### config.mk
export PLATFORM = sky130hd
export DESIGN_NAME = cts_back_flat
export DESIGN_NICKNAME = d
export VERILOG_FILES = /design/src/sv/cts_pkg.sv /design/src/sv/cts_if.sv /design/src/sv/cts_back.sv /design/src/flat_wrapper.sv
export SDC_FILE = /design/constraint.sdc
export NUM_CORES = 1
export LEC_CHECK = 0
export ABC_AREA = 1
export BUFFER_PORTS_ARGS = -buffer_cell sky130_fd_sc_hd__buf_2
export CORE_UTILIZATION = 57
export DETAILED_ROUTE_END_ITERATION = 8
export PLACE_DENSITY = 0.83
export REMOVE_ABC_BUFFERS = 1
export SYNTH_ARGS = -nofsm -noshare
export SYNTH_HDL_FRONTEND = slang
export SYNTH_SLANG_ARGS = --single-unit
### constraint.sdc
create_clock -name clk -period 2.11 [get_ports clk]
set_input_delay 0 -clock clk [delete_from_list [all_inputs] [get_ports clk]]
set_output_delay 0 -clock clk [all_outputs]
set_load 0.01 [all_outputs]
### src/sv/cts_pkg.sv
// ----------------------------------------------------------------------------
// cts_pkg
// Shared types and constants of the configuration token syntax checker.
// ----------------------------------------------------------------------------
`default_nettype none

package cts_pkg;

  localparam int LINE_BITS = 16;
  localparam int KIND_BITS = 4;
  localparam int VERDICT_BITS = 2;
  localparam int CODE_BITS = 3;

  localparam int QDEPTH = 2;
  localparam int QPTR_BITS = $clog2(QDEPTH);
  localparam int QCNT_BITS = $clog2(QDEPTH + 1);

  typedef enum logic [KIND_BITS-1:0] {
    TK_KEY     = 4'd0,
    TK_DOT     = 4'd1,
    TK_ASSIGN  = 4'd2,
    TK_VALUE   = 4'd3,
    TK_QUOTE   = 4'd4,
    TK_COMMA   = 4'd5,
    TK_OPEN    = 4'd6,
    TK_CLOSE   = 4'd7,
    TK_NEWLINE = 4'd8,
    TK_COMMENT = 4'd9,
    TK_EOF     = 4'd10,
    TK_OTHER   = 4'd11
  } tok_class_t;

  typedef enum logic [VERDICT_BITS-1:0] {
    V_PENDING = 2'd0,
    V_ACCEPT  = 2'd1,
    V_REJECT  = 2'd2
  } verdict_t;

  typedef enum logic [CODE_BITS-1:0] {
    E_NONE   = 3'd0,
    E_HEADER = 3'd1,
    E_KEY    = 3'd2,
    E_VALUE  = 3'd3,
    E_START  = 3'd4,
    E_TRAIL  = 3'd5
  } err_t;

  typedef enum logic [11:0] {
    PH_LINE          = 12'b0000_0000_0001,
    PH_HDR_OPEN      = 12'b0000_0000_0010,
    PH_HDR_KEY       = 12'b0000_0000_0100,
    PH_HDR_AFTER_KEY = 12'b0000_0000_1000,
    PH_HDR_CLOSE2    = 12'b0000_0001_0000,
    PH_KV_KEY        = 12'b0000_0010_0000,
    PH_KV_AFTER_KEY  = 12'b0000_0100_0000,
    PH_KV_VALUE      = 12'b0000_1000_0000,
    PH_ARR_ITEM      = 12'b0001_0000_0000,
    PH_ARR_AFTER     = 12'b0010_0000_0000,
    PH_TRAIL         = 12'b0100_0000_0000,
    PH_TRAIL_CMT     = 12'b1000_0000_0000
  } phase_t;

  typedef struct packed {
    tok_class_t           cls;
    logic [LINE_BITS-1:0] line;
    logic                 first;
  } tok_t;

endpackage

`default_nettype wire

### src/sv/cts_if.sv
// ----------------------------------------------------------------------------
// cts_if
// Valid/ready channels of the checker: token items in, verdict items out.
// ----------------------------------------------------------------------------
`default_nettype none


interface cts_out_if;
  logic                             valid;
  logic                             ready;
  logic [cts_pkg::VERDICT_BITS-1:0] verdict;
  logic [cts_pkg::CODE_BITS-1:0]    error_code;
  logic [cts_pkg::LINE_BITS-1:0]    error_line;

  modport source (output valid, verdict, error_code, error_line, input ready);
  modport sink (input valid, verdict, error_code, error_line, output ready);
endinterface

`default_nettype wire

### src/sv/cts_back.sv
// ----------------------------------------------------------------------------
// cts_back
// Line grammar state machine; holds the verdict and drives the result item.
// ----------------------------------------------------------------------------
`default_nettype none

module cts_back (
  input  wire logic          clk,
  input  wire logic          rst_n,
  input  wire logic          q_valid,
  input  wire cts_pkg::tok_t head,
  output logic               pop,
  cts_out_if.source          out_chan
);

  cts_pkg::phase_t                phase_r, phase_nxt;
  logic                           dbl_r, dbl_nxt;
  cts_pkg::verdict_t              ver_r, ver_nxt;
  cts_pkg::err_t                  code_r, code_nxt;
  logic [cts_pkg::LINE_BITS-1:0]  line_r, line_nxt;
  logic                           out_valid_r, out_valid_nxt;

  cts_pkg::tok_class_t t;
  cts_pkg::err_t       rej_code;
  logic                rej, acc;

  assign pop = q_valid && (!out_valid_r || out_chan.ready);
  assign t   = head.cls;

  always_comb begin
    phase_nxt = phase_r;
    dbl_nxt   = dbl_r;
    ver_nxt   = ver_r;
    code_nxt  = code_r;
    line_nxt  = line_r;
    rej       = 1'b0;
    acc       = 1'b0;
    rej_code  = cts_pkg::E_NONE;

    if (head.first) begin
      phase_nxt = cts_pkg::PH_LINE;
      dbl_nxt   = 1'b0;
      ver_nxt   = cts_pkg::V_PENDING;
      code_nxt  = cts_pkg::E_NONE;
      line_nxt  = '0;
    end

    if (ver_nxt == cts_pkg::V_PENDING) begin
      unique case (phase_nxt)
        cts_pkg::PH_LINE: begin
          if (t == cts_pkg::TK_OPEN) begin
            phase_nxt = cts_pkg::PH_HDR_OPEN;
            dbl_nxt   = 1'b0;
          end else if (t == cts_pkg::TK_KEY) begin
            phase_nxt = cts_pkg::PH_KV_AFTER_KEY;
          end else if (t == cts_pkg::TK_NEWLINE) begin
            phase_nxt = cts_pkg::PH_LINE;
          end else if (t == cts_pkg::TK_COMMENT) begin
            phase_nxt = cts_pkg::PH_TRAIL_CMT;
          end else if (t == cts_pkg::TK_EOF) begin
            acc = 1'b1;
          end else begin
            rej      = 1'b1;
            rej_code = cts_pkg::E_START;
          end
        end
        cts_pkg::PH_HDR_OPEN: begin
          if (t == cts_pkg::TK_OPEN) begin
            dbl_nxt   = 1'b1;
            phase_nxt = cts_pkg::PH_HDR_KEY;
          end else if (t == cts_pkg::TK_KEY) begin
            phase_nxt = cts_pkg::PH_HDR_AFTER_KEY;
          end else if (t == cts_pkg::TK_CLOSE) begin
            phase_nxt = dbl_nxt ? cts_pkg::PH_HDR_CLOSE2 : cts_pkg::PH_TRAIL;
          end else begin
            rej      = 1'b1;
            rej_code = cts_pkg::E_HEADER;
          end
        end
        cts_pkg::PH_HDR_KEY, cts_pkg::PH_HDR_AFTER_KEY: begin
          if (t == cts_pkg::TK_KEY) begin
            phase_nxt = cts_pkg::PH_HDR_AFTER_KEY;
          end else if (t == cts_pkg::TK_DOT &&
                       phase_nxt == cts_pkg::PH_HDR_AFTER_KEY) begin
            phase_nxt = cts_pkg::PH_HDR_KEY;
          end else if (t == cts_pkg::TK_CLOSE) begin
            phase_nxt = dbl_nxt ? cts_pkg::PH_HDR_CLOSE2 : cts_pkg::PH_TRAIL;
          end else begin
            rej      = 1'b1;
            rej_code = cts_pkg::E_HEADER;
          end
        end
        cts_pkg::PH_HDR_CLOSE2: begin
          if (t == cts_pkg::TK_CLOSE) begin
            phase_nxt = cts_pkg::PH_TRAIL;
            dbl_nxt   = 1'b0;
          end else begin
            rej      = 1'b1;
            rej_code = cts_pkg::E_HEADER;
          end
        end
        cts_pkg::PH_KV_KEY, cts_pkg::PH_KV_AFTER_KEY: begin
          if (t == cts_pkg::TK_KEY) begin
            phase_nxt = cts_pkg::PH_KV_AFTER_KEY;
          end else if (t == cts_pkg::TK_DOT &&
                       phase_nxt == cts_pkg::PH_KV_AFTER_KEY) begin
            phase_nxt = cts_pkg::PH_KV_KEY;
          end else if (t == cts_pkg::TK_ASSIGN) begin
            phase_nxt = cts_pkg::PH_KV_VALUE;
          end else begin
            rej      = 1'b1;
            rej_code = cts_pkg::E_KEY;
          end
        end
        cts_pkg::PH_KV_VALUE: begin
          if (t == cts_pkg::TK_VALUE || t == cts_pkg::TK_QUOTE) begin
            phase_nxt = cts_pkg::PH_TRAIL;
          end else if (t == cts_pkg::TK_OPEN) begin
            phase_nxt = cts_pkg::PH_ARR_ITEM;
          end else begin
            rej      = 1'b1;
            rej_code = cts_pkg::E_VALUE;
          end
        end
        cts_pkg::PH_ARR_ITEM, cts_pkg::PH_ARR_AFTER: begin
          if (t == cts_pkg::TK_VALUE || t == cts_pkg::TK_QUOTE ||
              t == cts_pkg::TK_KEY) begin
            phase_nxt = cts_pkg::PH_ARR_AFTER;
          end else if (t == cts_pkg::TK_COMMA &&
                       phase_nxt == cts_pkg::PH_ARR_AFTER) begin
            phase_nxt = cts_pkg::PH_ARR_ITEM;
          end else if (t == cts_pkg::TK_CLOSE) begin
            phase_nxt = cts_pkg::PH_TRAIL;
          end else begin
            rej      = 1'b1;
            rej_code = cts_pkg::E_VALUE;
          end
        end
        cts_pkg::PH_TRAIL, cts_pkg::PH_TRAIL_CMT: begin
          if (t == cts_pkg::TK_COMMENT && phase_nxt == cts_pkg::PH_TRAIL) begin
            phase_nxt = cts_pkg::PH_TRAIL_CMT;
          end else if (t == cts_pkg::TK_NEWLINE) begin
            phase_nxt = cts_pkg::PH_LINE;
          end else if (t == cts_pkg::TK_EOF) begin
            acc = 1'b1;
          end else begin
            rej      = 1'b1;
            rej_code = cts_pkg::E_TRAIL;
          end
        end
        default: begin
          phase_nxt = cts_pkg::PH_LINE;
          rej       = 1'b1;
          rej_code  = cts_pkg::E_START;
        end
      endcase

      if (rej) begin
        ver_nxt  = cts_pkg::V_REJECT;
        code_nxt = rej_code;
        line_nxt = head.line;
      end else if (acc) begin
        ver_nxt  = cts_pkg::V_ACCEPT;
        code_nxt = cts_pkg::E_NONE;
        line_nxt = '0;
      end
    end

    out_valid_nxt = pop || (out_valid_r && !out_chan.ready);
  end

  always_ff @(posedge clk) begin
    if (!rst_n) begin
      phase_r     <= cts_pkg::PH_LINE;
      dbl_r       <= 1'b0;
      ver_r       <= cts_pkg::V_PENDING;
      code_r      <= cts_pkg::E_NONE;
      line_r      <= '0;
      out_valid_r <= 1'b0;
    end else begin
      out_valid_r <= out_valid_nxt;
      if (pop) begin
        phase_r <= phase_nxt;
        dbl_r   <= dbl_nxt;
        ver_r   <= ver_nxt;
        code_r  <= code_nxt;
        line_r  <= line_nxt;
      end
    end
  end

  assign out_chan.valid      = out_valid_r;
  assign out_chan.verdict    = ver_r;
  assign out_chan.error_code = code_r;
  assign out_chan.error_line = line_r;

  a_clean_unless_rejected: assert property (@(posedge clk) disable iff (!rst_n)
    (ver_r != cts_pkg::V_REJECT) |-> (code_r == cts_pkg::E_NONE && line_r == '0))
    else $error("verdict without rejection carries an error");

  a_reject_has_code: assert property (@(posedge clk) disable iff (!rst_n)
    (ver_r == cts_pkg::V_REJECT) |-> (code_r != cts_pkg::E_NONE))
    else $error("rejection without error code");

  a_verdict_sticky: assert property (@(posedge clk) disable iff (!rst_n)
    (pop && !head.first && ver_r != cts_pkg::V_PENDING)
      |=> ($stable(ver_r) && $stable(code_r) && $stable(line_r)))
    else $error("held verdict changed without a new document");

  a_no_pop_on_stall: assert property (@(posedge clk) disable iff (!rst_n)
    (out_valid_r && !out_chan.ready) |-> !pop)
    else $error("token consumed while result is stalled");

endmodule

`default_nettype wire
### src/flat_wrapper.sv
// flat-port wrapper written by rule: the top's interface ports become plain ports
module cts_back_flat 
  (clk, rst_n, q_valid, head, pop, out_chan_valid, out_chan_verdict, out_chan_error_code, out_chan_error_line, out_chan_ready);
  cts_out_if out_chan_i ();
  input  wire logic clk;
  input  wire logic rst_n;
  input  wire logic q_valid;
  input  wire cts_pkg::tok_t head;
  output logic pop;
  output wire logic [$bits(out_chan_i.valid)-1:0] out_chan_valid;
  output wire logic [$bits(out_chan_i.verdict)-1:0] out_chan_verdict;
  output wire logic [$bits(out_chan_i.error_code)-1:0] out_chan_error_code;
  output wire logic [$bits(out_chan_i.error_line)-1:0] out_chan_error_line;
  input wire logic [$bits(out_chan_i.ready)-1:0] out_chan_ready;
  assign out_chan_valid = out_chan_i.valid;
  assign out_chan_verdict = out_chan_i.verdict;
  assign out_chan_error_code = out_chan_i.error_code;
  assign out_chan_error_line = out_chan_i.error_line;
  assign out_chan_i.ready = out_chan_ready;
  cts_back u_core (.clk(clk), .rst_n(rst_n), .q_valid(q_valid), .head(head), .pop(pop), .out_chan(out_chan_i));
endmodule
Yosys cells after proc, flatten, opt, wreduce, memory -nomap -nowiden --
Index checks and enable logic that the tools add are counted.
Storage, ports and cells: output and inout port bits 23, bits in latches 0, word-level logic and storage cells 139, RAM bits 0, input bits 25, memories 0, bits in read-only memories 0, flip-flop bits (word level) 35
Cells by class: $mul 0, muxes and demuxes 93, reduce and logical (&&, ||, !) cells 18, shift operators 0, $lt $le $gt $ge 0, $add $sub $neg 0, div/mod/pow operators 0, bitwise gates (word level) 0, equal/unequal tests 22
Operator list (number):
- two-way mux 12 bit | 21
- one-hot mux 12 bit (8 select lines) | 1
- two-way mux 16 bit | 4
- two-way mux 3 bit | 21
- two-way mux 1 bit | 34
- one-hot mux 3 bit (8 select lines) | 1
- == test 4 x 3 -> 1 bit, second input constant | 4
- two-way mux 2 bit | 7
- == test 12 x 1 -> 1 bit, second input constant | 1
- == test 12 x 10 -> 1 bit, second input constant | 1
- == test 12 x 11 -> 1 bit, second input constant | 1
- == test 12 bit, second input constant | 1
- == test 12 x 2 -> 1 bit, second input constant | 1
- == test 12 x 3 -> 1 bit, second input constant | 1
- == test 12 x 4 -> 1 bit, second input constant | 1
- == test 12 x 5 -> 1 bit, second input constant | 1
- == test 12 x 6 -> 1 bit, second input constant | 1
- == test 12 x 7 -> 1 bit, second input constant | 1
- == test 12 x 8 -> 1 bit, second input constant | 1
- == test 12 x 9 -> 1 bit, second input constant | 1
- == test 4 bit, second input constant | 3
- two-way mux 11 bit | 1
- == test 4 x 2 -> 1 bit, second input constant | 2
- one-hot mux 1 bit (8 select lines) | 1
- other kinds (9) | 21

Depth between registers and ports, before layout --
depth after elaboration 11, mapped depth 16

Worst setup path after synthesis --
OpenSTA, ideal clock, no wires.
kind register to register, start reg u_core.phase_r[0], end reg u_core.code_r[0] (netlist: u_core.out_chan.error_code[0]), setup slack 0.279 ns, library setup time 0.119 ns, period minus slack after synthesis 1.831 ns, arrival time 1.712 ns, stages on the path, launching flop included 12, required time 1.991 ns, cell sequence dfxtp_1 -> nor2_1 -> nand2_1 -> nor2_1 -> nand3_2 -> nand3_2 -> nor2_1 -> a21oi_4 -> buf_2 -> nand3_1 -> nand3_1 -> a21oi_1
On the way: longest elaborated chain between the ends 9, elaborated cells on any way between the ends 44, classes of those cells 12 x eq/ne; 24 x mux; 8 x reduce/logical
Ends and longest elaborated chain:
- start: declaration | RTL line cts_back.sv:16 | cts_pkg::phase_t phase_r, phase_nxt;
- start signal: assignment | RTL line cts_back.sv:174 | phase_r <= cts_pkg::PH_LINE;
- start signal: assignment | RTL line cts_back.sv:183 | phase_r <= phase_nxt;
- two-way mux 12 bit * | RTL line cts_back.sv:40 | if (head.first) begin
- == test 12 x 10 -> 1 bit (tied with other cells) | RTL line cts_back.sv:49, cts_back.sv:130
- logical AND 1 bit (on tied branches)
- two-way mux 1 bit (on tied branches)
- two-way mux 1 bit (tied with other cells) | RTL line cts_back.sv:126 | if (t == cts_pkg::TK_VALUE || t == cts_pkg::TK_QUOTE ||
- one-hot mux 1 bit (8 select lines) / two-way mux 1 bit (equally long branches) | RTL line cts_back.sv:49, cts_back.sv:48
- two-way mux 1 bit / two-way mux 3 bit (equally long branches) | RTL line cts_back.sv:48, cts_back.sv:162
- two-way mux 3 bit * | RTL line cts_back.sv:158 | if (rej) begin
- two-way mux 3 bit * | RTL line cts_back.sv:48 | if (ver_nxt == cts_pkg::V_PENDING) begin
- end signal: assignment | RTL line cts_back.sv:177 | code_r <= cts_pkg::E_NONE;
- end signal: assignment | RTL line cts_back.sv:186 | code_r <= code_nxt;
- end: declaration | RTL line cts_back.sv:19 | cts_pkg::err_t code_r, code_nxt;
Mark *: on every way between the ends. The rest lies on a longest branch, timed or not. The select of a mux whose other input is x is not followed. A chain may end at the register's enable or synchronous reset.

Worst setup path after layout --
start reg u_core.phase_r[9], end reg u_core.line_r (netlist bit u_core.out_chan.error_line[11])
On the way: longest elaborated chain between the ends 9, elaborated cells on any way between the ends 36, classes of those cells 12 x eq/ne; 16 x mux; 8 x reduce/logical
Ends and longest elaborated chain:
- two-way mux 12 bit * | RTL line cts_back.sv:40
- == test 12 x 10 -> 1 bit (tied with other cells) | RTL line cts_back.sv:49, cts_back.sv:130
- logical AND 1 bit (on tied branches)
- two-way mux 1 bit (on tied branches)
- two-way mux 1 bit (tied with other cells) | RTL line cts_back.sv:126
- one-hot mux 1 bit (8 select lines) / two-way mux 1 bit (equally long branches) | RTL line cts_back.sv:49, cts_back.sv:48
- two-way mux 1 bit / two-way mux 16 bit (equally long branches) | RTL line cts_back.sv:48, cts_back.sv:162
- two-way mux 16 bit * | RTL line cts_back.sv:158
- two-way mux 16 bit * | RTL line cts_back.sv:48
- end signal: assignment | RTL line cts_back.sv:187 | line_r <= line_nxt;
- end: declaration | RTL line cts_back.sv:20 | logic [cts_pkg::LINE_BITS-1:0] line_r, line_nxt;
Marks and branches as above.

==> summary.md <==
| Metric | Value |
|---|---|
| Met1 WL | `3780 um` |
| Clk_skew | `between 0.01 and 0.015 ns` |
| DRC errors left | `0` |
| CP Class | `flip-flop to flip-flop` |
| Number of buffers created by CTS | `5` |
| Worst Hold Depth | `5` |
| Setup Viol. Count Final | `0` |
| Pwr/cell area | `574 nW/um2` |
| Root buf cell | `clkbuf_8` |
| Crit-path cells | `o21ai_2, nand2_4, nor2_4, nand2_2, inv_1, nand2_1, nand2_1, a21oi_4, buf_4, nand3_1, nand3_1, a21oi_1` |
| Mapped Area | `2950 um2` |
| Combinational power share | `0.373` |
| Clock Sinks | `35` |
| Fraction of the yosys area taken by sequential cells | `0.238` |
| Remaining antenna violation count | `0` |
| DP HPWL | `6010 um` |
| Routed vias | `between 3000 and 4000` |
| Uppermost layer routed | `met4` |
| Largest buffer count on any clock path | `2` |
| Initial core utilization | `0.608` |
| Worst r2r src | `u_core.phase_r[9]` |
| Hold_sp | `head[10]` |
| Post-CTS Setup Inserts | `0` |
| Initial DRC count | `about 370` |
| Layout Utilization | `0.717` |
| Leakage power | `1.71 nW` |
| Worst slew pin tran | `0.513 ns` |
| Syn Area/Cell | `between 6 and 7 um2` |
| CTS tree | `yes` |
| Final Net Count | `563` |
| Layout cells sized above 1 | `0.212` |
| Cells on worst reg2reg path | `12` |
| CP Max Fanout | `6` |
| Drt pass-1 iters | `5` |
| Via density | `6.02` |
| CP Data Required Time | `between 2 and 2.5 ns` |
| Worst vdd ir | `roughly 0.5 mV` |
| ANT cells | `0` |
| Crit start category | `flip-flop` |
| Row cnt | `25` |
| RR Endpoint | `u_core.out_chan.error_line[11]` |
| Post-synthesis cell count | `491` |
| Wirelength per Cell | `14.7 um` |
| Max-cap violations | `0` |
| Final hold vios | `0` |
| Flop pwr share | `0.389` |
| CP max-delay cell | `dfxtp_1` |
| Fin crit share | `0.942` |
| Grt ovf | `0` |
| Yosys warning count | `0` |
| Status | `complete, no violations` |
| Internal power | `1.22 mW` |
| Synthesized flop and latch total | `35` |
| Chip height | `about 74 um` |
| Total Routing Usage GR | `0.333` |
| Stages on the worst setup path | `12` |
| Clock power share | `0.238` |
| Total wire length | `between 8000 and 9000 um` |
| WHS Endpoint | `u_core.out_chan.error_line[9]` |
| Core Footprint | `around 4800 um2` |
| Final Cell Area | `3480 um2` |
| Routed length on met3 | `~700 um` |
| Hold WC Path Type | `primary input to flip-flop` |
| Die area | `between 5000 and 6000 um2` |
| CP peak stage delay | `0.34 ns` |
| Chip Width | `73.9 um` |
| I/O Buffers | `47` |
| Clk_lat worst skew | `between 0.2 and 0.3 ns` |
| CP Capture Type | `flip-flop` |
| Switching Fraction | `0.391` |
| Num ports | `48` |
| Min Tclk post-route | `1.99 ns` |
| Pwr Total | `2.00 mW` |
| CP delay by family, top | `simple AND/OR/NAND/NOR gates` |
| Largest net degree at the start of global routing | `37` |
| H-tree level count | `2` |
| Fin. max-slew vios | `0` |
| Area grow syn2layout | `18.0%` |
| Antenna violations before repair | `0` |
| Slew headroom | `0.658` |
| First-pass GRT wire length | `14200 um` |
| F_max | `503 MHz` |
| R2R setup slack | `0.12 ns` |
| Psw | `780 uW` |
| CTS clk-pin slew, worst paths | `approximately 0.08 ns` |
| Vias in the first global route | `3183` |
| WL met2 | `4250 um` |
| Yosys cell types | `36` |
| Final GP Congestion | `1.05` |
| WP data arrival | `2.20 ns` |
| Buf/Inv on CP | `2` |
| Post-Place Cell Area | `approximately 3300 um2` |
[worst register-to-register path: cells and delay by family, from the launching register on]
family	cells	cell delay [ns]
flops	1	0.34
simple gates	7	0.78
compound gates	3	0.46
buf+inv	2	0.33
[kinds of logic after synthesis]
kind of cell	synth area share
flip-flops	0.238
buffers and inverters	0.115
AO/OA/AOI/OAI	0.256
AND/OR/NAND/NOR	0.390
[state kept, by name, indices dropped and copies added, names as in the netlist]
register	cells
u_core.dbl_r	1
u_core.out_chan.error_code	3
u_core.out_chan.error_line	16
u_core.out_chan.valid	1
u_core.out_chan.verdict	2
u_core.phase_r	12
[per-stage QoR]
step	setup WS, ns	instances	hold slack (ns)	setup TNS [ns]
6_report	0.123	605	0.0425	0
5_1_grt	-0.0216	605	0.0690	-0.0216
4_1_cts	0.0245	605	0.0380	0
3_5_place_dp	0.0722	596	0.259	0
3_3_place_gp	0.0867	596	0.248	0
2_1_floorplan	-0.721	466	0.0841	-13.52
[cells in the final DEF (no fill, tap or decap), drive strengths merged]
master and count:
a221oi 1, clkbuf 5, o211a 1, o21ai 45, o22ai 5, nand4 6, nor2 45, o2111ai 1
a21oi 50, nor3 7, nand3b 1, inv 56, nor4 1, nand3 72, o211ai 2, buf 63
o32ai 1, o21bai 1, o21a 3, nand2 109, a211oi 1, clkinv 4, dfxtp 35, a31oi 20
dlygate4sd3 2, a211o 1
[worst max path at each step]
stage	to	startpoint	slack [ns]
3_5_place_dp	u_core.out_chan.error_line[4]	u_core.phase_r[3]	0.07
5_1_grt	u_core.out_chan.error_line[0]	u_core.phase_r[0]	-0.02
3_3_place_gp	u_core.out_chan.error_code[0]	u_core.phase_r[3]	0.09
6_report	u_core.out_chan.error_line[11]	u_core.phase_r[9]	0.12
4_1_cts	u_core.out_chan.error_line[0]	u_core.phase_r[0]	0.02
2_1_floorplan	u_core.out_chan.error_code[1]	head[0]	-0.72
[cells in the mapped netlist]
master	count	area, um2
nand2_1	94	353
nand3_1	70	350
inv_1	55	206
a21oi_1	49	245
o21ai_0	41	205
dfxtp_1	35	701
nor2_1	35	131
a31oi_1	20	125
clkbuf_1	17	63.8
nand2_2	12	75.1
nand4_1	6	37.5
nor3_1	6	30.0
buf_2	5	25.0
nor2_2	5	31.3
o22ai_1	5	31.3
nor2_4	4	45.0
o21ai_2	4	35.0
buf_6	3	33.8
nand2_4	3	33.8
o21a_1	3	22.5
clkinv_1	2	7.51
nand3_2	2	20.0
o211ai_1	2	15.0
a211o_1	1	8.76
a211oi_1	1	7.51
a21oi_4	1	16.3
a221oi_1	1	8.76
inv_2	1	3.75
nand3b_1	1	7.51
nor2_8	1	20.0
nor3_2	1	10.0
nor4_1	1	6.26
o2111ai_1	1	8.76
o211a_1	1	10.0
o21bai_1	1	7.51
o32ai_1	1	8.76
[what timing repair did]
| action | in CTS | in global routing |
|---|---|---|
| resized for setup | 0 | 16 |
| hold buffers | 2 | 0 |
| setup endpoints to repair | 0 | 23 |
| endpoints found under the hold margin | 1 | 0 |
[area by class of cell]
| cell class | instances | area (um2) |
|---|---|---|
| clock buffer | 5 | 68.8 |
| sequential | 35 | 702 |
| multi-input combinational | 373 | 1960 |
| timing repair buffer | 65 | 429 |
| tap | 67 | 83.8 |
| inverter | 58 | 218 |
| fill | 438 | 1370 |
| clock inverter | 2 | 13.8 |
[power groups by stage]
stage               Clock, mW  Combinational [mW]  Sequential, mW
global placement            0               0.687           0.784
floorplan                   0               0.440           0.801
CTS                     0.484               0.710           0.773
finish                  0.476               0.744           0.777
detailed placement          0               0.702           0.787
global route            0.512               0.817           0.785
[per-layer routing]
metal,track usage,up-vias
met3,0.0508,22
met4,0.132,0
met1,0.437,1655
met2,0.545,201
met5,0,-
li1,-,1765
No activity file was read; power rests on OpenSTA's default activity.
